`src/sv/pwmtca_pkg.sv`:
```
// Shared types and constants for the PWM timer channel allocator.
package pwmtca_pkg;

    // Channel bank size and timer count
    localparam int CHANNEL_COUNT = 16;
    localparam int TIMER_COUNT   = 4;
    localparam int CH_IDX_W      = $clog2(CHANNEL_COUNT);
    localparam int TMR_W         = 2;
    localparam int CH_W          = 4;
    localparam int CH_EXT_W      = CH_W + 1;
    localparam int FREQ_W        = 26;
    localparam int CNT_W         = 3;
    localparam int LIMIT_RESET   = 4;

    // Request kinds
    typedef enum logic [1:0] {
        FN_ALLOC   = 2'd0,
        FN_RELEASE = 2'd1,
        FN_RESERVE = 2'd2,
        FN_UNUSED  = 2'd3
    } t_func_e;

    // Result status codes
    typedef enum logic [1:0] {
        ST_DONE        = 2'd0,
        ST_NO_RESOURCE = 2'd1,
        ST_NOT_BUSY    = 2'd2,
        ST_RSVD        = 2'd3
    } t_status_e;

endpackage

```
`src/sv/pwm_timer_channel_allocator.sv`:
```
// PWM channel allocator over four shared timers, with a small scan sequencer.
//
// Requests arrive on the slave stream: tuser carries the request kind (allocate,
// release channel, reserve timer), tdata carries frequency, channel and timer.
// Each request gives exactly one result transfer on the master stream: tuser is
// the status, tdata the granted channel and its timer.
// The channels_per_timer limit is written through i_cfg_we / i_cfg_wdata; the user
// must write it only while the block is idle (the block does not enforce this); it resets to four.
// Allocate walks the timers in order with one compare unit: it checks each timer,
// tries the channel slots of a fitting timer one by one, and leaves a timer when
// its slots run out, moving on to the next timer or failing after the last one.
// Release and reserve pass through accept, update and result.
// The block takes one request at a time; tready is high only while the
// sequencer is idle. A finished result waits in the output register, so the
// next request is accepted while the receiver stalls; the sequencer holds the
// following result until the output register frees up.
// Reset (synchronous, active low) clears all timer frequencies, user counts,
// channel busy flags and explicit mode, and empties the output register.
module pwm_timer_channel_allocator
    import pwmtca_pkg::*;
(
    input  logic        i_clk,
    input  logic        i_rst_n,
    // Configuration: channels_per_timer
    input  logic        i_cfg_we,
    input  logic [2:0]  i_cfg_wdata,
    // Request stream
    input  logic        i_s_axis_tvalid,
    output logic        o_s_axis_tready,
    input  logic [31:0] i_s_axis_tdata,   // frequency_hz[25:0], channel_index[29:26],
                                          // timer_index[31:30]
    input  logic [1:0]  i_s_axis_tuser,   // func[1:0]
    // Result stream
    output logic        o_m_axis_tvalid,
    input  logic        i_m_axis_tready,
    output logic [7:0]  o_m_axis_tdata,   // granted_channel[3:0], granted_timer[5:4],
                                          // zero[7:6]
    output logic [1:0]  o_m_axis_tuser    // status[1:0]
);

    typedef enum logic [2:0] {
        S_IDLE,
        S_TIMER,
        S_SLOT,
        S_EXEC,
        S_DONE
    } t_state_e;

    localparam logic [TMR_W-1:0]    TMR_LAST  = TMR_W'(TIMER_COUNT - 1);
    localparam logic [CH_EXT_W-1:0] CH_LIMIT  = CH_EXT_W'(CHANNEL_COUNT);

    t_state_e               r_state;
    logic [CNT_W-1:0]       r_limit;
    logic                   r_explicit;
    logic [FREQ_W-1:0]      r_tf      [TIMER_COUNT];
    logic [TIMER_COUNT-1:0] r_tf_set;
    logic [CNT_W-1:0]       r_cnt     [TIMER_COUNT];
    logic [CHANNEL_COUNT-1:0] r_busy;

    // Captured request
    t_func_e                r_func;
    logic [FREQ_W-1:0]      r_freq;
    logic [CH_W-1:0]        r_chan;
    logic [TMR_W-1:0]       r_tsel;

    // Scan position
    logic [TMR_W-1:0]       r_tmr;
    logic [CNT_W-1:0]       r_slot;

    // Pending result
    t_status_e              r_res_status;
    logic [CH_W-1:0]        r_res_chan;
    logic [TMR_W-1:0]       r_res_tmr;

    // Output register
    logic                   r_out_valid;
    t_status_e              r_out_status;
    logic [CH_W-1:0]        r_out_chan;
    logic [TMR_W-1:0]       r_out_tmr;

    logic                   fits;
    logic                   has_room;
    logic [CH_EXT_W-1:0]    slot_ch;
    logic                   slot_ok;
    logic                   rel_in_range;
    logic [CH_IDX_W-1:0]    rel_idx;
    logic [TMR_W-1:0]       rel_tmr;
    logic [CNT_W-1:0]       rel_cnt;
    logic                   out_load;

    // Compare unit: qualify current timer, locate current slot's channel
    always_comb begin
        fits     = !r_tf_set[r_tmr] || (r_tf[r_tmr] == r_freq);
        has_room = r_cnt[r_tmr] < r_limit;
        slot_ch  = {r_slot[2:1], r_tmr, r_slot[0]};
        slot_ok  = (slot_ch < CH_LIMIT) && !r_busy[slot_ch[CH_IDX_W-1:0]];
        rel_in_range = {1'b0, r_chan} < CH_LIMIT;
        rel_idx  = r_chan[CH_IDX_W-1:0];
        rel_tmr  = r_chan[2:1];
        rel_cnt  = (r_cnt[rel_tmr] != '0) ? r_cnt[rel_tmr] - CNT_W'(1) : '0;
    end

    // Move the pending result into the output register when it is free
    assign out_load = (r_state == S_DONE) && (!r_out_valid || i_m_axis_tready);

    assign o_s_axis_tready = (r_state == S_IDLE);
    assign o_m_axis_tvalid = r_out_valid;
    assign o_m_axis_tuser  = r_out_status;
    assign o_m_axis_tdata  = {2'b00, r_out_tmr, r_out_chan};

    // Sequencer, allocation state and output register
    always_ff @(posedge i_clk) begin
        if (!i_rst_n) begin
            r_state     <= S_IDLE;
            r_limit     <= CNT_W'(LIMIT_RESET);
            r_explicit  <= 1'b0;
            r_tf_set    <= '0;
            r_busy      <= '0;
            r_out_valid <= 1'b0;
            for (int t = 0; t < TIMER_COUNT; t++) begin
                r_tf[t]  <= '0;
                r_cnt[t] <= '0;
            end
        end else begin
            // Take configuration writes
            if (i_cfg_we) begin
                r_limit <= i_cfg_wdata;
            end

            // Load a new result, or drop the old one once the receiver takes it
            if (out_load) begin
                r_out_valid <= 1'b1;
            end else if (r_out_valid && i_m_axis_tready) begin
                r_out_valid <= 1'b0;
            end

            unique case (r_state)
                S_IDLE: begin
                    if (i_s_axis_tvalid) begin
                        r_func <= t_func_e'(i_s_axis_tuser);
                        r_freq <= i_s_axis_tdata[25:0];
                        r_chan <= i_s_axis_tdata[29:26];
                        r_tsel <= i_s_axis_tdata[31:30];
                        r_tmr  <= '0;
                        r_state <= (t_func_e'(i_s_axis_tuser) == FN_ALLOC) ? S_TIMER
                                                                           : S_EXEC;
                    end
                end

                S_TIMER: begin
                    if (fits && has_room) begin
                        // Claim an unset frequency before searching the slots
                        if (!r_tf_set[r_tmr]) begin
                            r_tf_set[r_tmr] <= 1'b1;
                            r_tf[r_tmr]     <= r_freq;
                        end
                        r_slot  <= '0;
                        r_state <= S_SLOT;
                    end else if (r_tmr == TMR_LAST) begin
                        r_res_status <= ST_NO_RESOURCE;
                        r_res_chan   <= '0;
                        r_res_tmr    <= '0;
                        r_state      <= S_DONE;
                    end else begin
                        r_tmr <= r_tmr + TMR_W'(1);
                    end
                end

                S_SLOT: begin
                    priority if (r_slot >= r_limit) begin
                        // Timer exhausted: move on or fail
                        if (r_tmr == TMR_LAST) begin
                            r_res_status <= ST_NO_RESOURCE;
                            r_res_chan   <= '0;
                            r_res_tmr    <= '0;
                            r_state      <= S_DONE;
                        end else begin
                            r_tmr   <= r_tmr + TMR_W'(1);
                            r_state <= S_TIMER;
                        end
                    end else if (slot_ok) begin
                        r_busy[slot_ch[CH_IDX_W-1:0]] <= 1'b1;
                        r_cnt[r_tmr] <= r_cnt[r_tmr] + CNT_W'(1);
                        r_res_status <= ST_DONE;
                        r_res_chan   <= slot_ch[CH_W-1:0];
                        r_res_tmr    <= r_tmr;
                        r_state      <= S_DONE;
                    end else begin
                        r_slot <= r_slot + CNT_W'(1);
                    end
                end

                S_EXEC: begin
                    r_res_chan <= '0;
                    r_state    <= S_DONE;
                    unique case (r_func)
                        FN_RELEASE: begin
                            r_res_tmr <= rel_tmr;
                            if (!rel_in_range || !r_busy[rel_idx]) begin
                                r_res_status <= ST_NOT_BUSY;
                            end else begin
                                r_res_status   <= ST_DONE;
                                r_busy[rel_idx] <= 1'b0;
                                r_cnt[rel_tmr] <= rel_cnt;
                                if (rel_cnt == '0) begin
                                    r_tf_set[rel_tmr] <= 1'b0;
                                    r_tf[rel_tmr]     <= '0;
                                end
                            end
                        end
                        FN_RESERVE: begin
                            // First use fills every timer, then open the chosen one
                            if (!r_explicit) begin
                                r_explicit <= 1'b1;
                                for (int t = 0; t < TIMER_COUNT; t++) begin
                                    r_cnt[t] <= (TMR_W'(t) == r_tsel) ? '0 : r_limit;
                                end
                            end else begin
                                r_cnt[r_tsel] <= '0;
                            end
                            r_res_status  <= ST_DONE;
                            r_res_tmr     <= r_tsel;
                        end
                        default: begin
                            r_res_status <= ST_DONE;
                            r_res_tmr    <= '0;
                        end
                    endcase
                end

                S_DONE: begin
                    // Hold the result until the output register is free
                    if (out_load) begin
                        r_out_status <= r_res_status;
                        r_out_chan   <= r_res_chan;
                        r_out_tmr    <= r_res_tmr;
                        r_state      <= S_IDLE;
                    end
                end

                default: begin
                    r_state <= S_IDLE;
                end
            endcase
        end
    end

    // A granted channel is busy and sits on the granted timer
    a_grant_busy: assert property (@(posedge i_clk) disable iff (!i_rst_n)
        (r_state == S_DONE && r_func == FN_ALLOC && r_res_status == ST_DONE)
        |-> r_busy[r_res_chan[CH_IDX_W-1:0]])
        else $error("granted channel not marked busy");

    a_grant_timer: assert property (@(posedge i_clk) disable iff (!i_rst_n)
        (r_state == S_DONE && r_func == FN_ALLOC && r_res_status == ST_DONE)
        |-> (r_res_chan[2:1] == r_res_tmr))
        else $error("granted channel does not belong to granted timer");

    // Slot scan never runs past the limit
    a_slot_bound: assert property (@(posedge i_clk) disable iff (!i_rst_n)
        (r_state == S_SLOT) |-> (r_slot <= r_limit))
        else $error("slot scan ran past the limit");

    // An unset timer keeps a zero frequency
    a_freq_clear: assert property (@(posedge i_clk) disable iff (!i_rst_n)
        !r_tf_set[r_tmr] |-> (r_tf[r_tmr] == '0))
        else $error("unset timer holds a frequency");

    // A successful release leaves the channel free
    a_release_free: assert property (@(posedge i_clk) disable iff (!i_rst_n)
        (r_state == S_EXEC && r_func == FN_RELEASE && rel_in_range && r_busy[rel_idx])
        |=> !r_busy[rel_idx])
        else $error("released channel still busy");

endmodule
```
`config.mk`:
```
export PLATFORM = sky130hd
export DESIGN_NAME = pwm_timer_channel_allocator
export DESIGN_NICKNAME = d
export VERILOG_FILES = /design/src/sv/pwmtca_pkg.sv /design/src/sv/pwm_timer_channel_allocator.sv
export SDC_FILE = /design/constraint.sdc
export NUM_CORES = 1
export LEC_CHECK = 0
export BUFFER_PORTS_ARGS = -buffer_cell sky130_fd_sc_hd__buf_2
export CAP_MARGIN = 20
export CORE_MARGIN = 1.5
export CORE_UTILIZATION = 53
export DETAILED_ROUTE_END_ITERATION = 8
export GPL_ROUTABILITY_DRIVEN = 1
export MAX_ROUTING_LAYER = met4
export PLACE_DENSITY = 0.74
export RECOVER_POWER = 50
export SYNTH_ARGS = -nofsm -noshare
export SYNTH_HDL_FRONTEND = slang
export SYNTH_SLANG_ARGS = --single-unit
```
`constraint.sdc`:
```
create_clock -name i_clk -period 4.4 [get_ports i_clk]
set_input_delay 0.88 -clock i_clk [delete_from_list [all_inputs] [get_ports i_clk]]
set_output_delay 0.88 -clock i_clk [all_outputs]
set_load 0.05 [all_outputs]
```
==> results of run 1 <==
sequential cells by signal (all words and copies together) (netlist names), named ones only:
name             cells
r_cnt               12
r_res_status         2
o_m_axis_tvalid      1
r_tmr                2
r_busy              16
r_chan               4
r_tsel               2
r_tf_set             4
r_limit              3
o_m_axis_tuser       2
r_func               2
r_out_tmr            2
r_state              3
r_slot               3
r_tf               104
r_explicit           1
r_out_chan           4
r_freq              26
r_res_tmr            2
r_res_chan           4
logic make-up (layout without fill, tap and decap cells):
logic type	Yosys count	after routing	share of synthesized area, %
adder cells (fa/ha/maj)	9	9	1.16
XOR/XNOR	29	29	2.62
AND/OR/NAND/NOR	265	265	12.6
other	1	2	0.0387
multiplexers	64	64	12.7
buffers and inverters	78	152	4.32
AO/OA/AOI/OAI	90	90	6.91
flip-flops	203	203	59.7
power by group through the flow:
stage / Sequential [mW] / Clock [mW] / Combinational, mW
2_1_floorplan: 2.54 / 0 / 1.39
3_3_place_gp: 2.66 / 0 / 1.61
3_5_place_dp: 2.67 / 0 / 1.65
4_1_cts: 2.64 / 1.69 / 1.67
5_1_grt: 2.67 / 1.77 / 1.78
6_report: 2.64 / 1.67 / 1.63
metrics by stage:
step | instances | hold slack (ps) | power [mW]
after CTS | 1042 | 468 | 5.99
after floorplan | 740 | 426 | 3.94
after global placement | 1003 | 443 | 4.26
after detailed placement | 1003 | 453 | 4.32
final | 1043 | 467 | 5.95
after global routing | 1043 | 485 | 6.22
path summary, 6_finish.rpt:
kind	from	slack, ps	depth (start not counted)	end
max	i_rst_n	700	5	r_tsel[0]
min	r_res_chan[1]	470	0	r_out_chan[1]
max reg2reg	register	700	10	r_tf[0][0]
min reg2reg	r_res_chan[1]	470	0	r_out_chan[1]
critical path, stage by stage:
cell and delay, ps:
clkbuf_1 220, clkbuf_1 1060, nand3_1 570, inv_1 280, clkbuf_2 790
cell type report:
class                   instances  area [um2]  share of cell area (%)
inverters                      44         179                    1.67
multi-input cells             459        3450                    32.3
clock inverters                10        63.8                   0.597
well taps                     229         287                    2.68
clock buffers                  29         587                    5.49
flip-flops and latches        203        5780                    54.0
repair buffers                 69         354                    3.31
metal layers:
metal | GRT usage, % | vias up
met2 | 36.2 | 313
li1 | - | 2874
met1 | 32.5 | 3149
met3 | 3.53 | 63
met4 | 7.37 | 0
met5 | - | -
placed cells by master, fill, tap and decap left out, types with 4 or more instances in the layout:
cell	n
o22ai_1	4
o21ai_0	16
nand4_1	8
buf_2	36
a211oi_1	4
clkbuf_16	22
a22o_1	4
clkinv_2	4
a31oi_1	7
ha_1	9
mux2i_1	17
nor2_1	114
edfxtp_1	171
dfxtp_1	32
nor2b_1	4
nand3_1	8
inv_1	43
a21oi_1	12
a32o_1	13
nor4_1	9
mux4_1	15
nand2_1	80
and3_1	4
nand2b_1	6
nor3_1	14
buf_4	13
mux4_2	27
clkbuf_1	25
xnor2_1	28
a21o_1	7
==> flow_metrics.env, run 1 <==
export IMPL_status="finished, final reports clean"
export IMPL_antenna_found_initial=0
export IMPL_grt_max_degree=33
export IMPL_rsz0062_at_grt="no"
export IMPL_switching_share_pct=32.2
export IMPL_finalSetupTns_ps=0
export IMPL_drc_errors=0
export IMPL_ioPinCount=54
export IMPL_grt_overflow=0
export IMPL_tightestPinTransition_ps=1400
export IMPL_hold_path_class="register to register"
export IMPL_p_leak_nw=3.99
export IMPL_cts_buffers=22
export IMPL_ant_nets=0
export IMPL_p_seq_share_pct=44.4
export IMPL_combPwrFrac_pct=27.5
export IMPL_setup_ws_ps=696
export IMPL_async_reset_ff_share_pct=0
export IMPL_drt_met1_wl_um=9150
export IMPL_dp_slack_ps=962
export IMPL_fillerInstances=1405
export IMPL_dr_wl_met3_um=1600
export IMPL_netlist_area_um2=9680
export IMPL_irDropWorstVdd_v=0.000396
export IMPL_syn_area_per_cell_um2=13.1
export IMPL_yosysSeqAreaShare_pct=59.7
export IMPL_area_growth_pct=10.5
export IMPL_met2_wirelength_um=10200
export IMPL_synth_edf_count=171
export IMPL_cts_sinks=203
export IMPL_synth_largest_area_cell="edfxtp_1"
export IMPL_num_antenna_cells=0
export IMPL_routed_top_layer="met4"
export IMPL_clock_skew_ps=16.2
export IMPL_syn_inst=739
export IMPL_powerDensity_nw_per_um2=556
export IMPL_postCtsSetupRepairBufs=0
export IMPL_cts_htree_levels=1
export IMPL_fmax_mhz=270
export IMPL_synth_distinct_cells=67
export IMPL_cp_arrival_ps=3840
export IMPL_dpl_cell_area_um2=10100
export IMPL_initial_utilization_pct=53.9
export IMPL_std_cell_rows=49
export IMPL_finalCritPeriodShare_pct=84.2
export IMPL_path_clk_slew_ps=60
export IMPL_vias_per_cell=6.14
export IMPL_power_share_clock_pct=28.1
export IMPL_worst_setup_path_start_kind="input pin"
export IMPL_p_int_mw=4.03
export IMPL_crit_fanout=32
export IMPL_yosysMostFrequentCell="edfxtp_1"
export IMPL_grt_usage_pct=23.4
export IMPL_setup_worst_path_class="input pin to register"
export IMPL_wirelength_um=21600
export IMPL_route_vias_total=6399
export IMPL_maxCapViolations=0
export IMPL_clock_latency_ps=510
export IMPL_clockBufferDepth=3
export IMPL_chipWidth_um=138
export IMPL_drt_initial_drc_count=753
export IMPL_dp_hpwl_um=14400
export IMPL_design_area_um2=10700
export IMPL_ys_top_cells_by_area="edfxtp_1 53%, dfxtp_1 6.6%, mux4_2 6.3%"
export IMPL_synth_common_cells="171 x edfxtp_1, 112 x nor2_1, 80 x nand2_1, 43 x inv_1, 32 x dfxtp_1"
export IMPL_crit_path_end_kind="register"
export IMPL_fp_coreArea_um2=18000
export IMPL_ys_flop_type="edfxtp_1"
export IMPL_drive_gt1_share_pct=15.1
export IMPL_min_period_ps=3700
export IMPL_net_switching_power_mw=1.92
export IMPL_fp_dieH_um=138
export IMPL_yosysTopAreaCellShare_pct=53.0
export IMPL_drtPass1Iterations=5
export IMPL_grt_pass1_wl_um=34600
export IMPL_required_ps=4530
export IMPL_cts_tree="done"
export IMPL_cts_root_buf="clkbuf_16"
export IMPL_slew_violations=0
export IMPL_post_drt_wl_per_cell_um=20.7
export IMPL_fin_util_pct=59.5
export IMPL_ys_ff_latch=203
export IMPL_post_cts_resized=0
export IMPL_yosys_warnings=0
export IMPL_setup_viol=0
export IMPL_gp_congestion=0.873
export IMPL_grt_pass1_vias=6260
export IMPL_hold_viol=0
export IMPL_dieArea_um2=19100
export IMPL_port_buffers=51
export IMPL_nets=850
export IMPL_slew_headroom_pct=6.81
export IMPL_ctsHoldBuffers=0
No activity file was read; power rests on OpenSTA's default activity.
==> inputs of run 2 (changes only) <==
Settings changed: ABC_AREA set to 1, PLACE_DENSITY 0.74 to 0.71.
Clock period 4.4 ns to 3.58 ns, I/O delays scaled along.
==> flow_metrics.env, run 2 <==
export IMPL_hold_viol=0
export IMPL_setup_ws_ps=399
export IMPL_critPathBufInv=6
export IMPL_p_leak_nw=4.65
export IMPL_grt_util_met1_pct=30.6
export IMPL_dieArea_um2=20100
export IMPL_dpl_cell_area_um2=10800
export IMPL_grt_busiest_layer="met2"
export IMPL_rsz0062_at_grt="no"
export IMPL_worst_hold_path_num_cells=1
export IMPL_cp_arrival_ps=3320
export IMPL_area_growth_pct=13.1
export IMPL_critPathMaxStageDelay_ps=660
export IMPL_required_ps=3710
export IMPL_route_vias_total=8001
export IMPL_powerDensity_nw_per_um2=721
export IMPL_irDropWorstVdd_v=0.000457
export IMPL_fmax_mhz=314
export IMPL_final_cells=1514
export IMPL_synth_common_cells="322 x nand2_1, 171 x edfxtp_1, 150 x nor2_1, 137 x inv_1, 96 x nand3_1"
export IMPL_crit_path_end_kind="register"
export IMPL_slowest_stage="clkbuf_2"
export IMPL_clockBufferDepth=3
export IMPL_synth_top_family_by_area="simple AND/OR/NAND/NOR gates"
export IMPL_ioPinCount=54
export IMPL_post_cts_resized=0
export IMPL_cts_buffers=23
export IMPL_slew_headroom_pct=10.7
export IMPL_cts_tree="done"
export IMPL_yosysMostFrequentCell="nand2_1"
export IMPL_rr_endpoint="r_tf[3][18]"
export IMPL_drt_initial_drc_count=575
export IMPL_largest_register="r_tf"
export IMPL_maxCapViolations=0
export IMPL_top_regs="r_tf (104), r_freq (26), r_busy (16)"
export IMPL_reg2reg_setup_slack_ps=400
export IMPL_synth_distinct_cells=41
export IMPL_gp_congestion=0.927
export IMPL_drtPass1Iterations=5
export IMPL_cpMostUsedCell="inv_1"
export IMPL_use_met3_pct=3.10
export IMPL_largest_reg_flops=104
export IMPL_synthXorXnorAreaFrac_pct=0.514
export IMPL_vias_per_cell=5.28
export IMPL_initial_utilization_pct=54.3
export IMPL_cts_htree_levels=1
export IMPL_ys_ff_latch=203
export IMPL_design_area_um2=11600
export IMPL_holdWs_ps=380
export IMPL_fin_util_pct=61.4
export IMPL_reg2reg_from="r_state[1]"
export IMPL_setup_viol=0
export IMPL_post_drt_wl_per_cell_um=15.4
export IMPL_drive_gt1_share_pct=10.4
export IMPL_ys_top_cells_by_area="edfxtp_1 50%, nand2_1 12%, dfxtp_1 6.3%"
export IMPL_hold_path_end="r_freq[7]"
export IMPL_clock_skew_ps=11.1
export IMPL_port_buffers=51
export IMPL_nets=1288
export IMPL_met2_usage_pct=40.9
export IMPL_std_cell_rows=50
export IMPL_postCtsSetupRepairBufs=0
export IMPL_dpl_cell_count=1472
export IMPL_status="finished, final reports clean"
export IMPL_worst_setup_path_start_kind="register"
export IMPL_yosys_warnings=0
export IMPL_synthMuxAreaShare_pct=0
export IMPL_hp_start="i_s_axis_tdata[7]"
export IMPL_grt_usage_pct=24.3
export IMPL_path_delay_family="buffers and inverters"
export IMPL_worstPathCellList="inv_1 -> nor2_1 -> inv_1 -> nor2_4 -> inv_2 -> nor2_2 -> inv_1 -> nor2_1 -> nand2_4 -> inv_2 -> nand2_2 -> nand3_1 -> nand2_1 -> nor2_2 -> clkbuf_2"
export IMPL_fp_dieH_um=142
export IMPL_dp_slack_ps=504
export IMPL_num_antenna_cells=0
export IMPL_yosysSeqAreaShare_pct=56.5
export IMPL_netlist_area_um2=10200
export IMPL_grt_pass1_wl_um=37800
export IMPL_grt_pass1_vias=7763
export IMPL_dp_hpwl_um=15200
export IMPL_cts_root_buf="clkbuf_16"
export IMPL_yosys_area_share_simple_pct=26.8
export IMPL_setup_worst_path_class="register to register"
export IMPL_tightestPinTransition_ps=1340
export IMPL_report_power_total_mw=8.33
export IMPL_mostFrequentLayoutCells="319 x nand2_1, 171 x edfxtp_1, 149 x nor2_1"
export IMPL_chipWidth_um=142
export IMPL_crit_fanout=28
export IMPL_async_reset_ff_share_pct=0
export IMPL_synth_compound_area_share_pct=7.70
export IMPL_ant_nets=0
export IMPL_hold_path_class="input pin to register"
export IMPL_antenna_found_initial=0
export IMPL_final_common_cell="nand2_1"
export IMPL_slew_violations=0
export IMPL_path_clk_slew_ps=60
export IMPL_finalCritPeriodShare_pct=88.9
export IMPL_syn_inst=1183
export IMPL_ctsHoldBuffers=0
export IMPL_yosysTopAreaCellShare_pct=50.2
export IMPL_grt_max_degree=54
export IMPL_wirelength_um=23300
export IMPL_min_period_ps=3180
export IMPL_finalSetupTns_ps=0
export IMPL_syn_area_per_cell_um2=8.64
export IMPL_synth_adder_area_share_pct=1.10
export IMPL_ys_flop_type="edfxtp_1"
export IMPL_reg2reg_depth=15
export IMPL_synth_edf_count=171
export IMPL_fp_coreArea_um2=18800
export IMPL_grt_overflow=0
export IMPL_clock_latency_ps=510
export IMPL_cts_sinks=203
export IMPL_synth_largest_area_cell="edfxtp_1"
export IMPL_drc_errors=0
[run 2: cell count changes in the layout (fill, tap and decap cells not counted), sizes merged, moves of 42 or more]
cell / before / now
o21ai: 19 / 63
nand3: 8 / 96
nand2: 80 / 325
mux4: 42 / 0
inv: 43 / 146
nor2: 114 / 175
[run 2: metal layers]
| metal | wire, um | up-vias | share of wire (%) |
|---|---|---|---|
| met3 | 1310 | 46 | 5.6 |
| met1 | 10000 | 3711 | 43 |
| met4 | 578 | 0 | 2.5 |
| met5 | 0 | - | 0 |
| met2 | 11400 | 240 | 49 |
| li1 | - | 4004 | - |
[run 2: cell type report]
type / count / area (um2)
multi-input cells: 794 / 3720
clock buffers: 27 / 621
fillers: 1637 / 7270
clock inverters: 15 / 181
inverters: 146 / 548
well taps: 260 / 325
flip-flops and latches: 203 / 5780
repair buffers: 69 / 389
[run 2: worst max-delay path by stage]
stage                          start  cells past startpoint            end  slack [ps]
after floorplan             register                     13     r_tf[3][0]          40
after global placement      register                     15  r_res_chan[1]         580
after detailed placement    register                     15     r_tf[2][3]         500
after CTS                   register                     15     r_tf[2][3]         490
after global routing        register                     15     r_tf[0][6]         120
final                     r_state[1]                     15    r_tf[3][18]         400
[run 2: cells by family (layout without fill, tap and decap cells)]
kind of cell,Yosys count,count (layout)
DFF,203,203
adders and majority gates,9,9
AOI/OAI and AO/OA,140,140
buffers and inverters,187,257
and+or+nand+nor,637,637
other,1,2
xor gates and xnor gates,6,6
[run 2: where the power goes]
part | internal [mW] | switching, mW | total [mW]
logic | 0.743 | 1.93 | 2.67
registers | 3.01 | 0.194 | 3.21
clock network | 1.53 | 0.931 | 2.46
total | 5.28 | 3.05 | 8.33
